==> src/sv/mbd_pkg.sv <==
// Shared types and constants for the motion burst decoder.
// No dependencies; imported by motion_burst_decoder_unit.
package mbd_pkg;

  localparam int HistLen = 8;

  localparam logic [7:0] MotBit   = 8'h80;
  localparam logic [7:0] LiftBit  = 8'h08;
  localparam logic [7:0] FwRunBit = 8'h80;

  localparam int FeatureShift = 3;
  localparam int RawMulShift  = 10;
  localparam int RawDiv       = 1296;

  // floor(n / RawDiv) as (n * RawRecip) >> RawRecipShift, exact for n < 2^18
  localparam int RawRecipShift = 30;
  localparam int RawRecip      = ((2 ** RawRecipShift) + RawDiv - 1) / RawDiv;
  localparam int RawRecipW     = $clog2(RawRecip + 1);
  localparam int RawNumW       = 8 + RawMulShift;
  localparam int RawProdW      = RawNumW + RawRecipW;

  typedef struct packed {
    logic [7:0] motion_byte;
    logic [7:0] observation_byte;
    logic [7:0] dx_low;
    logic [7:0] dx_high;
    logic [7:0] dy_low;
    logic [7:0] dy_high;
    logic [7:0] surface_quality;
    logic [7:0] raw_sum;
    logic [7:0] shutter_high;
    logic [7:0] shutter_low;
  } mbd_in_t;

  typedef struct packed {
    logic               moved;
    logic signed [15:0] delta_x;
    logic signed [15:0] delta_y;
    logic signed [31:0] position_x;
    logic signed [31:0] position_y;
    logic               lift_now;
    logic               lift_filtered;
    logic [1:0]         operating_mode;
    logic               firmware_running;
    logic [10:0]        feature_count;
    logic [7:0]         raw_average;
    logic [15:0]        shutter_value;
  } mbd_out_t;

endpackage

==> src/sv/motion_burst_decoder_unit.sv <==
// Motion burst decoder: input register, single-pass decode, result register.
// Depends on mbd_pkg for the transaction types and constants.
//
// One burst transaction per cycle while the result is not stalled: a burst is
// held in the input register, and the decode together with the position
// accumulators and lift history updates happens as it moves into the result
// register. The result register and input register form a two-deep pipe;
// in_stall_o rises only when both are full and the result is stalled. X and Y
// positions wrap modulo 2^32; the lift flag changes only when the last HistLen
// lift bits all agree.
module motion_burst_decoder_unit import mbd_pkg::*; (
  input  logic     clk_i,
  input  logic     rst_ni,
  input  logic     in_valid_i,
  output logic     in_stall_o,
  input  mbd_in_t  in_data_i,
  output logic     out_valid_o,
  input  logic     out_stall_i,
  output mbd_out_t out_data_o
);

  logic                in_valid_q;
  mbd_in_t             in_q;
  logic                out_valid_q;
  mbd_out_t            out_q, out_d;
  logic signed [31:0]  pos_x_q, pos_x_d;
  logic signed [31:0]  pos_y_q, pos_y_d;
  logic [HistLen-1:0]  hist_q, hist_d;
  logic                lift_q, lift_d;

  logic                out_ready;
  logic                adv;
  logic                in_take;
  logic                moved;
  logic                lift;
  logic signed [15:0]  dx, dy;
  logic [RawNumW-1:0]  raw_num;
  logic [RawProdW-1:0] raw_prod;

  assign out_ready  = !out_valid_q || !out_stall_i;
  assign adv        = in_valid_q && out_ready;
  assign in_stall_o = in_valid_q && !out_ready;
  assign in_take    = in_valid_i && !in_stall_o;

  always_comb begin
    moved = |(in_q.motion_byte & MotBit);
    lift  = |(in_q.motion_byte & LiftBit);
    dx    = moved ? $signed({in_q.dx_high, in_q.dx_low}) : 16'sd0;
    dy    = moved ? $signed({in_q.dy_high, in_q.dy_low}) : 16'sd0;

    pos_x_d = pos_x_q - 32'(dx);
    pos_y_d = pos_y_q - 32'(dy);

    hist_d = {hist_q[HistLen-2:0], lift};
    lift_d = lift_q;
    if (hist_d == '0) begin
      lift_d = 1'b0;
    end else if (hist_d == '1) begin
      lift_d = 1'b1;
    end

    raw_num  = {in_q.raw_sum, {RawMulShift{1'b0}}};
    raw_prod = RawProdW'(raw_num) * RawProdW'(RawRecip);

    out_d.moved            = moved;
    out_d.delta_x          = dx;
    out_d.delta_y          = dy;
    out_d.position_x       = pos_x_d;
    out_d.position_y       = pos_y_d;
    out_d.lift_now         = lift;
    out_d.lift_filtered    = lift_d;
    out_d.operating_mode   = in_q.motion_byte[2:1];
    out_d.firmware_running = |(in_q.observation_byte & FwRunBit);
    out_d.feature_count    = {in_q.surface_quality, {FeatureShift{1'b0}}};
    out_d.raw_average      = raw_prod[RawRecipShift +: 8];
    out_d.shutter_value    = {in_q.shutter_high, in_q.shutter_low};
  end

  always_ff @(posedge clk_i or negedge rst_ni) begin
    if (!rst_ni) begin
      in_valid_q  <= 1'b0;
      out_valid_q <= 1'b0;
      pos_x_q     <= '0;
      pos_y_q     <= '0;
      hist_q      <= '0;
      lift_q      <= 1'b0;
    end else begin
      if (in_take) begin
        in_valid_q <= 1'b1;
      end else if (adv) begin
        in_valid_q <= 1'b0;
      end
      if (adv) begin
        out_valid_q <= 1'b1;
        pos_x_q     <= pos_x_d;
        pos_y_q     <= pos_y_d;
        hist_q      <= hist_d;
        lift_q      <= lift_d;
      end else if (out_ready) begin
        out_valid_q <= 1'b0;
      end
    end
  end

  always_ff @(posedge clk_i) begin
    if (in_take) begin
      in_q <= in_data_i;
    end
    if (adv) begin
      out_q <= out_d;
    end
  end

  assign out_valid_o = out_valid_q;
  assign out_data_o  = out_q;

`ifndef NO_ASSERTIONS
  a_stall_only_when_full: assert property (@(posedge clk_i) disable iff (!rst_ni)
    in_stall_o |-> (in_valid_q && out_valid_q))
    else $error("input stalled while pipeline not full");

  a_no_motion_zero_delta: assert property (@(posedge clk_i) disable iff (!rst_ni)
    (out_valid_o && !out_data_o.moved) |->
      (out_data_o.delta_x == 16'sd0 && out_data_o.delta_y == 16'sd0))
    else $error("nonzero delta without motion");

  a_pos_hold: assert property (@(posedge clk_i) disable iff (!rst_ni)
    (adv && !moved) |=> (pos_x_q == $past(pos_x_q) && pos_y_q == $past(pos_y_q)))
    else $error("position changed without motion");

  a_lift_rise: assert property (@(posedge clk_i) disable iff (!rst_ni)
    $rose(lift_q) |-> (hist_q == '1))
    else $error("lift flag rose with mixed history");
`endif

endmodule

==> config.mk <==
export PLATFORM = sky130hd
export DESIGN_NAME = motion_burst_decoder_unit
export DESIGN_NICKNAME = d
export VERILOG_FILES = /design/src/sv/mbd_pkg.sv /design/src/sv/motion_burst_decoder_unit.sv
export SDC_FILE = /design/constraint.sdc
export NUM_CORES = 1
export LEC_CHECK = 0
export BUFFER_PORTS_ARGS = -buffer_cell sky130_fd_sc_hd__buf_4
export CAP_MARGIN = 20
export CORE_ASPECT_RATIO = 1.5
export CORE_MARGIN = 3
export CORE_UTILIZATION = 57
export DETAILED_ROUTE_END_ITERATION = 7
export PLACE_DENSITY = 0.8
export SLEW_MARGIN = 30
export SYNTH_ARGS = -nofsm -noshare
export SYNTH_HDL_FRONTEND = slang
export SYNTH_SLANG_ARGS = --single-unit
export TNS_END_PERCENT = 100
==> constraint.sdc <==
create_clock -name clk_i -period 6.8 [get_ports clk_i]
set_clock_uncertainty 0.2 [all_clocks]
set_input_delay 0.34 -clock clk_i [delete_from_list [all_inputs] [get_ports clk_i]]
set_output_delay 0.34 -clock clk_i [all_outputs]
set_load 0.01 [all_outputs]
# Word level (Yosys, flattened, before mapping)

Cells that the tools add are included.

Output and inout port bits: 139
Input port bits: 84
Register bits after elaboration: 288

Add/sub/neg operators: 2
Mux-type cells: 8
Multiply operators: 1
Reduce and logical (&&, ||, !) cells: 11
Eq/ne operators: 1

Operators with widths:

| cell                                                                 | count |
|---|---|
| 32-bit by 16-bit subtractor with 32-bit output                       | 2 |
| 16-bit two-way mux                                                   | 2 |
| 8-bit by 20-bit multiplier with 28-bit output, second input constant | 1 |
| 8-bit equality test, second input constant                           | 1 |
| 8-bit zero test                                                      | 1 |
| 1-bit two-way mux                                                    | 6 |
| 1-bit zero test                                                      | 4 |
| 2-bit nonzero test                                                   | 2 |
| 1-bit logical AND                                                    | 3 |
| 1-bit logical OR                                                     | 1 |

# Longest topological paths before layout

Gate-level depths: netlist (run 1).

Depth in word-level cells: 7
Depth in mapped cells: 16
Gate-level depth less buffers: 16

# Least setup slack after synthesis (run 1)

OpenSTA, ideal clock, no wires.

Path kind: register to register
Start point: register out_valid_q (netlist: out_valid_o)
End point: register out_q (netlist bit out_data_o[0]), enable pin
Cell stages (with the launch flop): 7
Arrival time: 5.196 ns
Setup slack: 0.853 ns
Data required time: 6.049 ns
Library setup time: 0.551 ns
Clock period less this slack: 5.947 ns
Cell sequence: dfrtp_1 -> nand2_1 -> nand2_1 -> inv_1 -> clkbuf_1 -> clkbuf_1 -> clkbuf_1

Cells in the longest elaborated chain, start to end: 3

RTL lines:

| item                   | line                             | text |
|---|---|---|
| start, declared        | motion_burst_decoder_unit.sv:24  | `logic out_valid_q;` |
| start signal, assigned | motion_burst_decoder_unit.sv:82  | `out_valid_q <= 1'b0;` |
| start signal, assigned | motion_burst_decoder_unit.sv:94  | `out_valid_q <= 1'b1;` |
| start signal, assigned | motion_burst_decoder_unit.sv:100 | `out_valid_q <= 1'b0;` |
| 1-bit zero test        | motion_burst_decoder_unit.sv:40  | `assign out_ready = !out_valid_q \|\| !out_stall_i;` |
| 1-bit logical OR       | motion_burst_decoder_unit.sv:40  |  |
| 1-bit logical AND      | motion_burst_decoder_unit.sv:41  | `assign adv = in_valid_q && out_ready;` |
| named net adv          | motion_burst_decoder_unit.sv:32  | `logic adv;` |
| end signal, assigned   | motion_burst_decoder_unit.sv:110 | `out_q <= out_d;` |
| end, declared          | motion_burst_decoder_unit.sv:25  | `mbd_out_t out_q, out_d;` |

The timed path passes the listed nets, and every way through them passes these cells.
A chain may end at the register's enable or synchronous reset.

# Worst setup path in the final report (run 1)

Start point: register in_q[22] (netlist name)
End point: register out_q (netlist bit out_data_o[23]) (data pin)

Cells in the longest elaborated chain, start to end: 1

RTL lines:

| item                                          | line                             | text |
|---|---|---|
| start, declared                               | motion_burst_decoder_unit.sv:23  | `mbd_in_t in_q;` |
| start signal, assigned                        | motion_burst_decoder_unit.sv:107 | `in_q <= in_data_i;` |
| 8-bit by 20-bit multiplier with 28-bit output | motion_burst_decoder_unit.sv:63  | `raw_prod = RawProdW'(raw_num) * RawProdW'(RawRecip);` |
| named net raw_prod[37]                        | motion_burst_decoder_unit.sv:38  | `logic [RawProdW-1:0] raw_prod;` |

The timed path passes the listed nets, and every way through them passes these cells.

==> metrics.csv, run 1 <==
metric,value,unit
status,"finished, final reports clean",
first-pass GRT wire length,49.7,mm
reg2reg start,in_q[22],
Num CTS Buffers,26,
Iteration-0 DRC Markers,421,
endpoints failing setup,0,
routed len/inst,17.4,um
routed vias/inst,5.49,
WP data arrival,5140,ps
CP Max Fanout,8,
HP Start,in_q[14],
worst-margin pin slew,918,ps
cell accounting for the most synthesized area,edfxtp_1,
CP cell instances,inv_1 > ha_1 > inv_1 > fa_1 > fa_1 > ha_1 > ha_1 > or3_1 > o221a_2 > o21ai_0 > o221ai_1 > a21oi_1 > nor2b_1 > o21ai_0 > a21oi_1 > xor2_1,
initial core utilization,0.583,
crit path kind,register to register,
max incr delay on CP,570,ps
Max VDD drop,0.000260,V
ys flop type,edfxtp_1,
DRC,0,
DP Area,16200,um2
synth top area cells,"edfxtp_1 43%, dfrtp_1 13%, ha_1 12%, nand2_1 4.3%, fa_1 2.9%",
worst hold path class,register to register,
H-tree depth,1,
slew margin rel.,0.388,
largest net degree at the start of global routing,139,
worst setup margin,1740,ps
total gr overflow,0,
CTS tree,done,
routability cong.,0.892,
root buf cell,clkbuf_16,
setup total negative slack,0,ps
number of fill cells,1689,
M1 GR Usage,0.256,
crit-path leading delay family,adder cells,
"Non-Filler Cell Area, Final",17800,um2
met2 usage,0.433,
initial antenna violation count,0,
worst skew pair latency,540,ps
fmax,198,MHz
via count,9822,
Die Y,200,um
Routed Antenna Nets,0,
Row Count,70,
Longest Clk Path Bufs,3,
placed insts,1666,
Final Non-Filler Cells,1788,
"Avg Cell Area, Syn",12.3,um2
"Most Used Layer, Global Route",met2,
crit path capture type,register,
Final Critical Period,5060,ps
CTS Sinks,277,
worst hold-check slack,214,ps
Clock transition at path regs,70,ps
"Hold Violations, Final",0,
share of cells above drive strength 1,0.204,
R2R depth,16,
Crit-path slowest cell,edfxtp_1,
final core utilization,0.726,
gr usage total,0.229,
CP dominant cell by count,ha_1,
"EDFF count, synth",203,
number of detailed-route iterations in the first pass,5,
Tcrit/Tclk final,0.744,
Die ar.,27100,um2
Syn Inst Count,1161,
Netlist cell types,64,
post-DP HPWL,21.2,mm
IO buf count,208,
Top Ports,223,
ANT cells,0,
Max Cap Violations,0,
Layout Nets,1683,
Post-Route WL,31.2,mm
Worst Hold Depth,0,
Synth Register Bits,277,
Yosys top cell area share,0.426,
power per cell area,436,nW/um2
Slew Limit Fails,0,
R2R setup slack,1740,ps
RSZ-0062 raised after global routing,no,
r2r endpoint,out_data_o[23],
end of the worst hold path,out_data_o[14],
crit start category,register,
Die X,135,um
warnings from Yosys,0,
"Req. time, crit path",6880,ps
Pleak,7.97,nW
CP Buf/Inv Count,2,
fraction of registers with async set or reset after synthesis,0.267,
vias in the first global route,10100,
Setup WS pre-CTS,1730,ps
"Seq/Total Area, Yosys",0.555,
postcts setup bufs,0,
Power Total,7.76,mW
Placeable Area,24500,um2
GRT met3 Usage,0.0349,
Area Overhead vs Synth,24.5,%
Mapped Area,14300,um2
-- cells by family (layout without fill, tap and decap cells) --
group / after synthesis / count (layout) / share of synthesized area
AND/OR/NAND/NOR: 276 / 276 / 0.0862
AO/OA/AOI/OAI: 226 / 226 / 0.107
adder cells (fa/ha/maj): 155 / 155 / 0.147
buffers and inverters: 117 / 418 / 0.0316
multiplexers: 37 / 37 / 0.0289
other: 1 / 3 / 0.000262
flip-flops: 277 / 277 / 0.555
XOR/XNOR: 72 / 72 / 0.0441
-- registers in the layout, summed over array words and instances, names as in the netlist --
register	flops
pos_x_q	32
lift_q	1
in_valid_q	1
hist_d	1
pos_y_q	32
out_valid_o	1
in_q	68
out_data_o	134
hist_q	7
-- per-layer routing --
layer | vias to the layer above | part of all wire
met1 | 4752 | 0.37
li1 | 4746 | -
met4 | 0 | 0.038
met5 | - | 0
met2 | 251 | 0.55
met3 | 73 | 0.043
-- area by class of cell --
cell class / instances / area, um2 / share of cell area
flip-flops and latches: 277 / 7950 / 0.446
clock buffers: 30 / 697 / 0.0391
well taps: 324 / 405 / 0.0228
inverters: 83 / 319 / 0.0179
multi-input cells: 769 / 5920 / 0.333
repair buffers: 287 / 2360 / 0.132
clock inverters: 18 / 160 / 0.00899
-- cells in the mapped netlist (4+ instances only) --
library cell  count
a31oi_1           4
o21bai_1          7
a211oi_1          7
edfxtp_1        203
nand4_1          15
clkbuf_1         27
nor2b_1           7
dfrtp_1          74
nand3_1          11
nor3_1            5
ha_1            134
nand2b_1          7
a21oi_1          67
inv_1            83
o31ai_1           5
and3_1            6
fa_1             21
o21ai_0          36
xnor2_1          43
nand2_1         163
mux2_2           34
o21a_1           16
o211ai_1          7
a21o_1           37
and2_1           12
xor2_1           29
nor2_1           33
o31a_1            4
-- worst max-delay path by stage --
stage / start / to / depth (start not counted)
after floorplan: out_valid_o / out_data_o[0] / 6
after global placement: in_q[22] / out_data_o[23] / 16
after detailed placement: in_q[22] / out_data_o[22] / 16
after CTS: in_q[22] / out_data_o[23] / 16
after global routing: in_q[22] / out_data_o[23] / 16
final: in_q[22] / out_data_o[23] / 16
-- report_power, final --
group / internal (mW) / leakage (nW) / switching (mW)
Sequential: 2.50 / 2.85 / 0.231
Combinational: 1.62 / 4.69 / 1.94
Clock: 0.846 / 0.427 / 0.622
-- what timing repair did --
action / CTS / global route
hold buffers: 74 / 0
resized for setup: 0 / 0
endpoints found under the hold margin: 145 / 0
-- cells in the final DEF (no fill, tap or decap), drive strengths merged, types with 4 or more instances in the layout --
cell and instances:
buf 213, edfxtp 203, nand2 163, ha 134
inv 83, dfrtp 74, dlygate4sd3 74, a21oi 67
xnor2 43, a21o 37, o21ai 36, mux2 34
nor2 33, clkbuf 30, xor2 29, fa 21
o21a 16, nand4 15, clkinv 15, and2 12
nand3 11, nand2b 7, nor2b 7, a211oi 7
o211ai 7, o21bai 7, and3 6, nor3 5
o31ai 5, o31a 4, a31oi 4
(Power assumes the default switching activity.)
==> run 2, diff against run 1 <==
==> constraint.sdc (replaced) <==
create_clock -name clk_i -period 5 [get_ports clk_i]
set_clock_uncertainty 0.2 [all_clocks]
set_input_delay 0.25 -clock clk_i [delete_from_list [all_inputs] [get_ports clk_i]]
set_output_delay 0.25 -clock clk_i [all_outputs]
set_load 0.01 [all_outputs]
==> metrics.csv, run 2 (synthesis results as in run 1) <==
metric,value,unit
"Hold Violations, Final",0,
Num CTS Buffers,26,
most frequent cells in the layout,"224 x buf_4, 203 x edfxtp_1, 162 x nand2_1",
crit path kind,register to register,
Final Critical Period,4740,ps
DRC,0,
Area Overhead vs Synth,25.0,%
routability cong.,0.907,
crit path capture type,register,
Largest register FFs,134,
setup total negative slack,0,ps
Longest Clk Path Bufs,3,
share of cells above drive strength 1,0.214,
root buf cell,clkbuf_16,
Setup WS pre-CTS,140,ps
endpoints failing setup,0,
Top Ports,223,
slew margin rel.,0.422,
Max Cap Violations,0,
Iteration-0 DRC Markers,478,
"Non-Filler Cell Area, Final",17900,um2
Slew Limit Fails,0,
final core utilization,0.729,
DP Area,16300,um2
worst setup margin,260,ps
power per cell area,590,nW/um2
via count,9884,
ANT cells,0,
initial core utilization,0.583,
fmax,211,MHz
Die Y,200,um
number of fill cells,1661,
CP Max Fanout,5,
Clock transition at path regs,70,ps
Pleak,8.01,nW
routed vias/inst,5.49,
CTS Sinks,277,
Layout Nets,1695,
Max VDD drop,0.000378,V
"Req. time, crit path",5090,ps
Die X,135,um
"most common cell after layout, fill and taps aside",buf_4,
status,"finished, final reports clean",
Final Non-Filler Cells,1800,
number of detailed-route iterations in the first pass,5,
worst hold path class,input pin to async pin,
gr usage total,0.229,
placed insts,1676,
CTS tree,done,
Routed Antenna Nets,0,
RSZ-0062 raised after global routing,no,
first-pass GRT wire length,49.8,mm
H-tree depth,1,
largest net degree at the start of global routing,131,
WP data arrival,4830,ps
total gr overflow,0,
worst skew pair latency,540,ps
crit start category,register,
Row Count,70,
worst hold-check slack,113,ps
Power Total,10.5,mW
worst-margin pin slew,867,ps
vias in the first global route,10100,
Post-Route WL,31.3,mm
Tcrit/Tclk final,0.948,
IO buf count,208,
Placeable Area,24500,um2
post-DP HPWL,21.6,mm
routed len/inst,17.4,um
Die ar.,27100,um2
initial antenna violation count,0,
## run 2: changes by cell type in the layout (fill, tap and decap cells not counted), sizes merged
cell / change
buf: +13
clkinv: -5
clkbuf: +3
clkinvlp: +3
bufinv: -1
dlygate4sd3: -1
## run 2: layout make-up
type / instances / area, um2 / share of cell area
flip-flops and latches: 277 / 7950 / 0.445
multi-input cells: 769 / 5930 / 0.332
repair buffers: 299 / 2440 / 0.137
clock buffers: 33 / 687 / 0.0384
well taps: 324 / 405 / 0.0227
inverters: 83 / 319 / 0.0178
clock inverters: 15 / 146 / 0.00819
## run 2: critical path, cell delays in order (launching register included)
cell      delay [ps]
edfxtp_1         470
ha_1             310
inv_1             60
fa_1             530
fa_1             430
ha_1             310
ha_1             210
or3_1            390
o221a_2          250
o21ai_0          180
o221ai_2         230
a21oi_2          220
nor2b_1           80
o21ai_0          300
nor2b_1          240
xnor2_1           80
## run 2: final timing paths
kind / start / end / slack (ps) / depth (start not counted)
worst max-delay path: in_q[23] / out_data_o[21] / 260 / 15
worst min-delay path: rst_ni / hist_q[4] / 110 / 2
worst max register to register: in_q[23] / out_data_o[21] / 260 / 15
worst min register to register: in_q[26] / out_data_o[29] / 210 / 0
max in group asynchronous: rst_ni / pos_y_q[18] / 3970 / 2
min in group clk_i: in_q[26] / out_data_o[29] / 210 / 0
## run 2: routing by layer
| metal | track usage | vias to the layer above | part of all wire |
|---|---|---|---|
| met1 | 0.257 | 4781 | 0.37 |
| met4 | 0.0818 | 0 | 0.037 |
| li1 | - | 4773 | - |
| met5 | 0 | - | 0 |
| met3 | 0.0394 | 79 | 0.047 |
| met2 | 0.436 | 251 | 0.55 |
## run 2: power by group
group          internal, mW  switching, mW
clock                  1.08          0.852
combinational          2.23           2.67
sequential             3.40          0.313
total                  6.71           3.84
## run 2: what timing repair did
item                                    in CTS  in global routing
resized for setup                            0                  2
endpoints found under the hold margin      145                  0
endpoints found under the setup margin       0                  3
buffers inserted                             0                  3
hold buffers                                73                  0
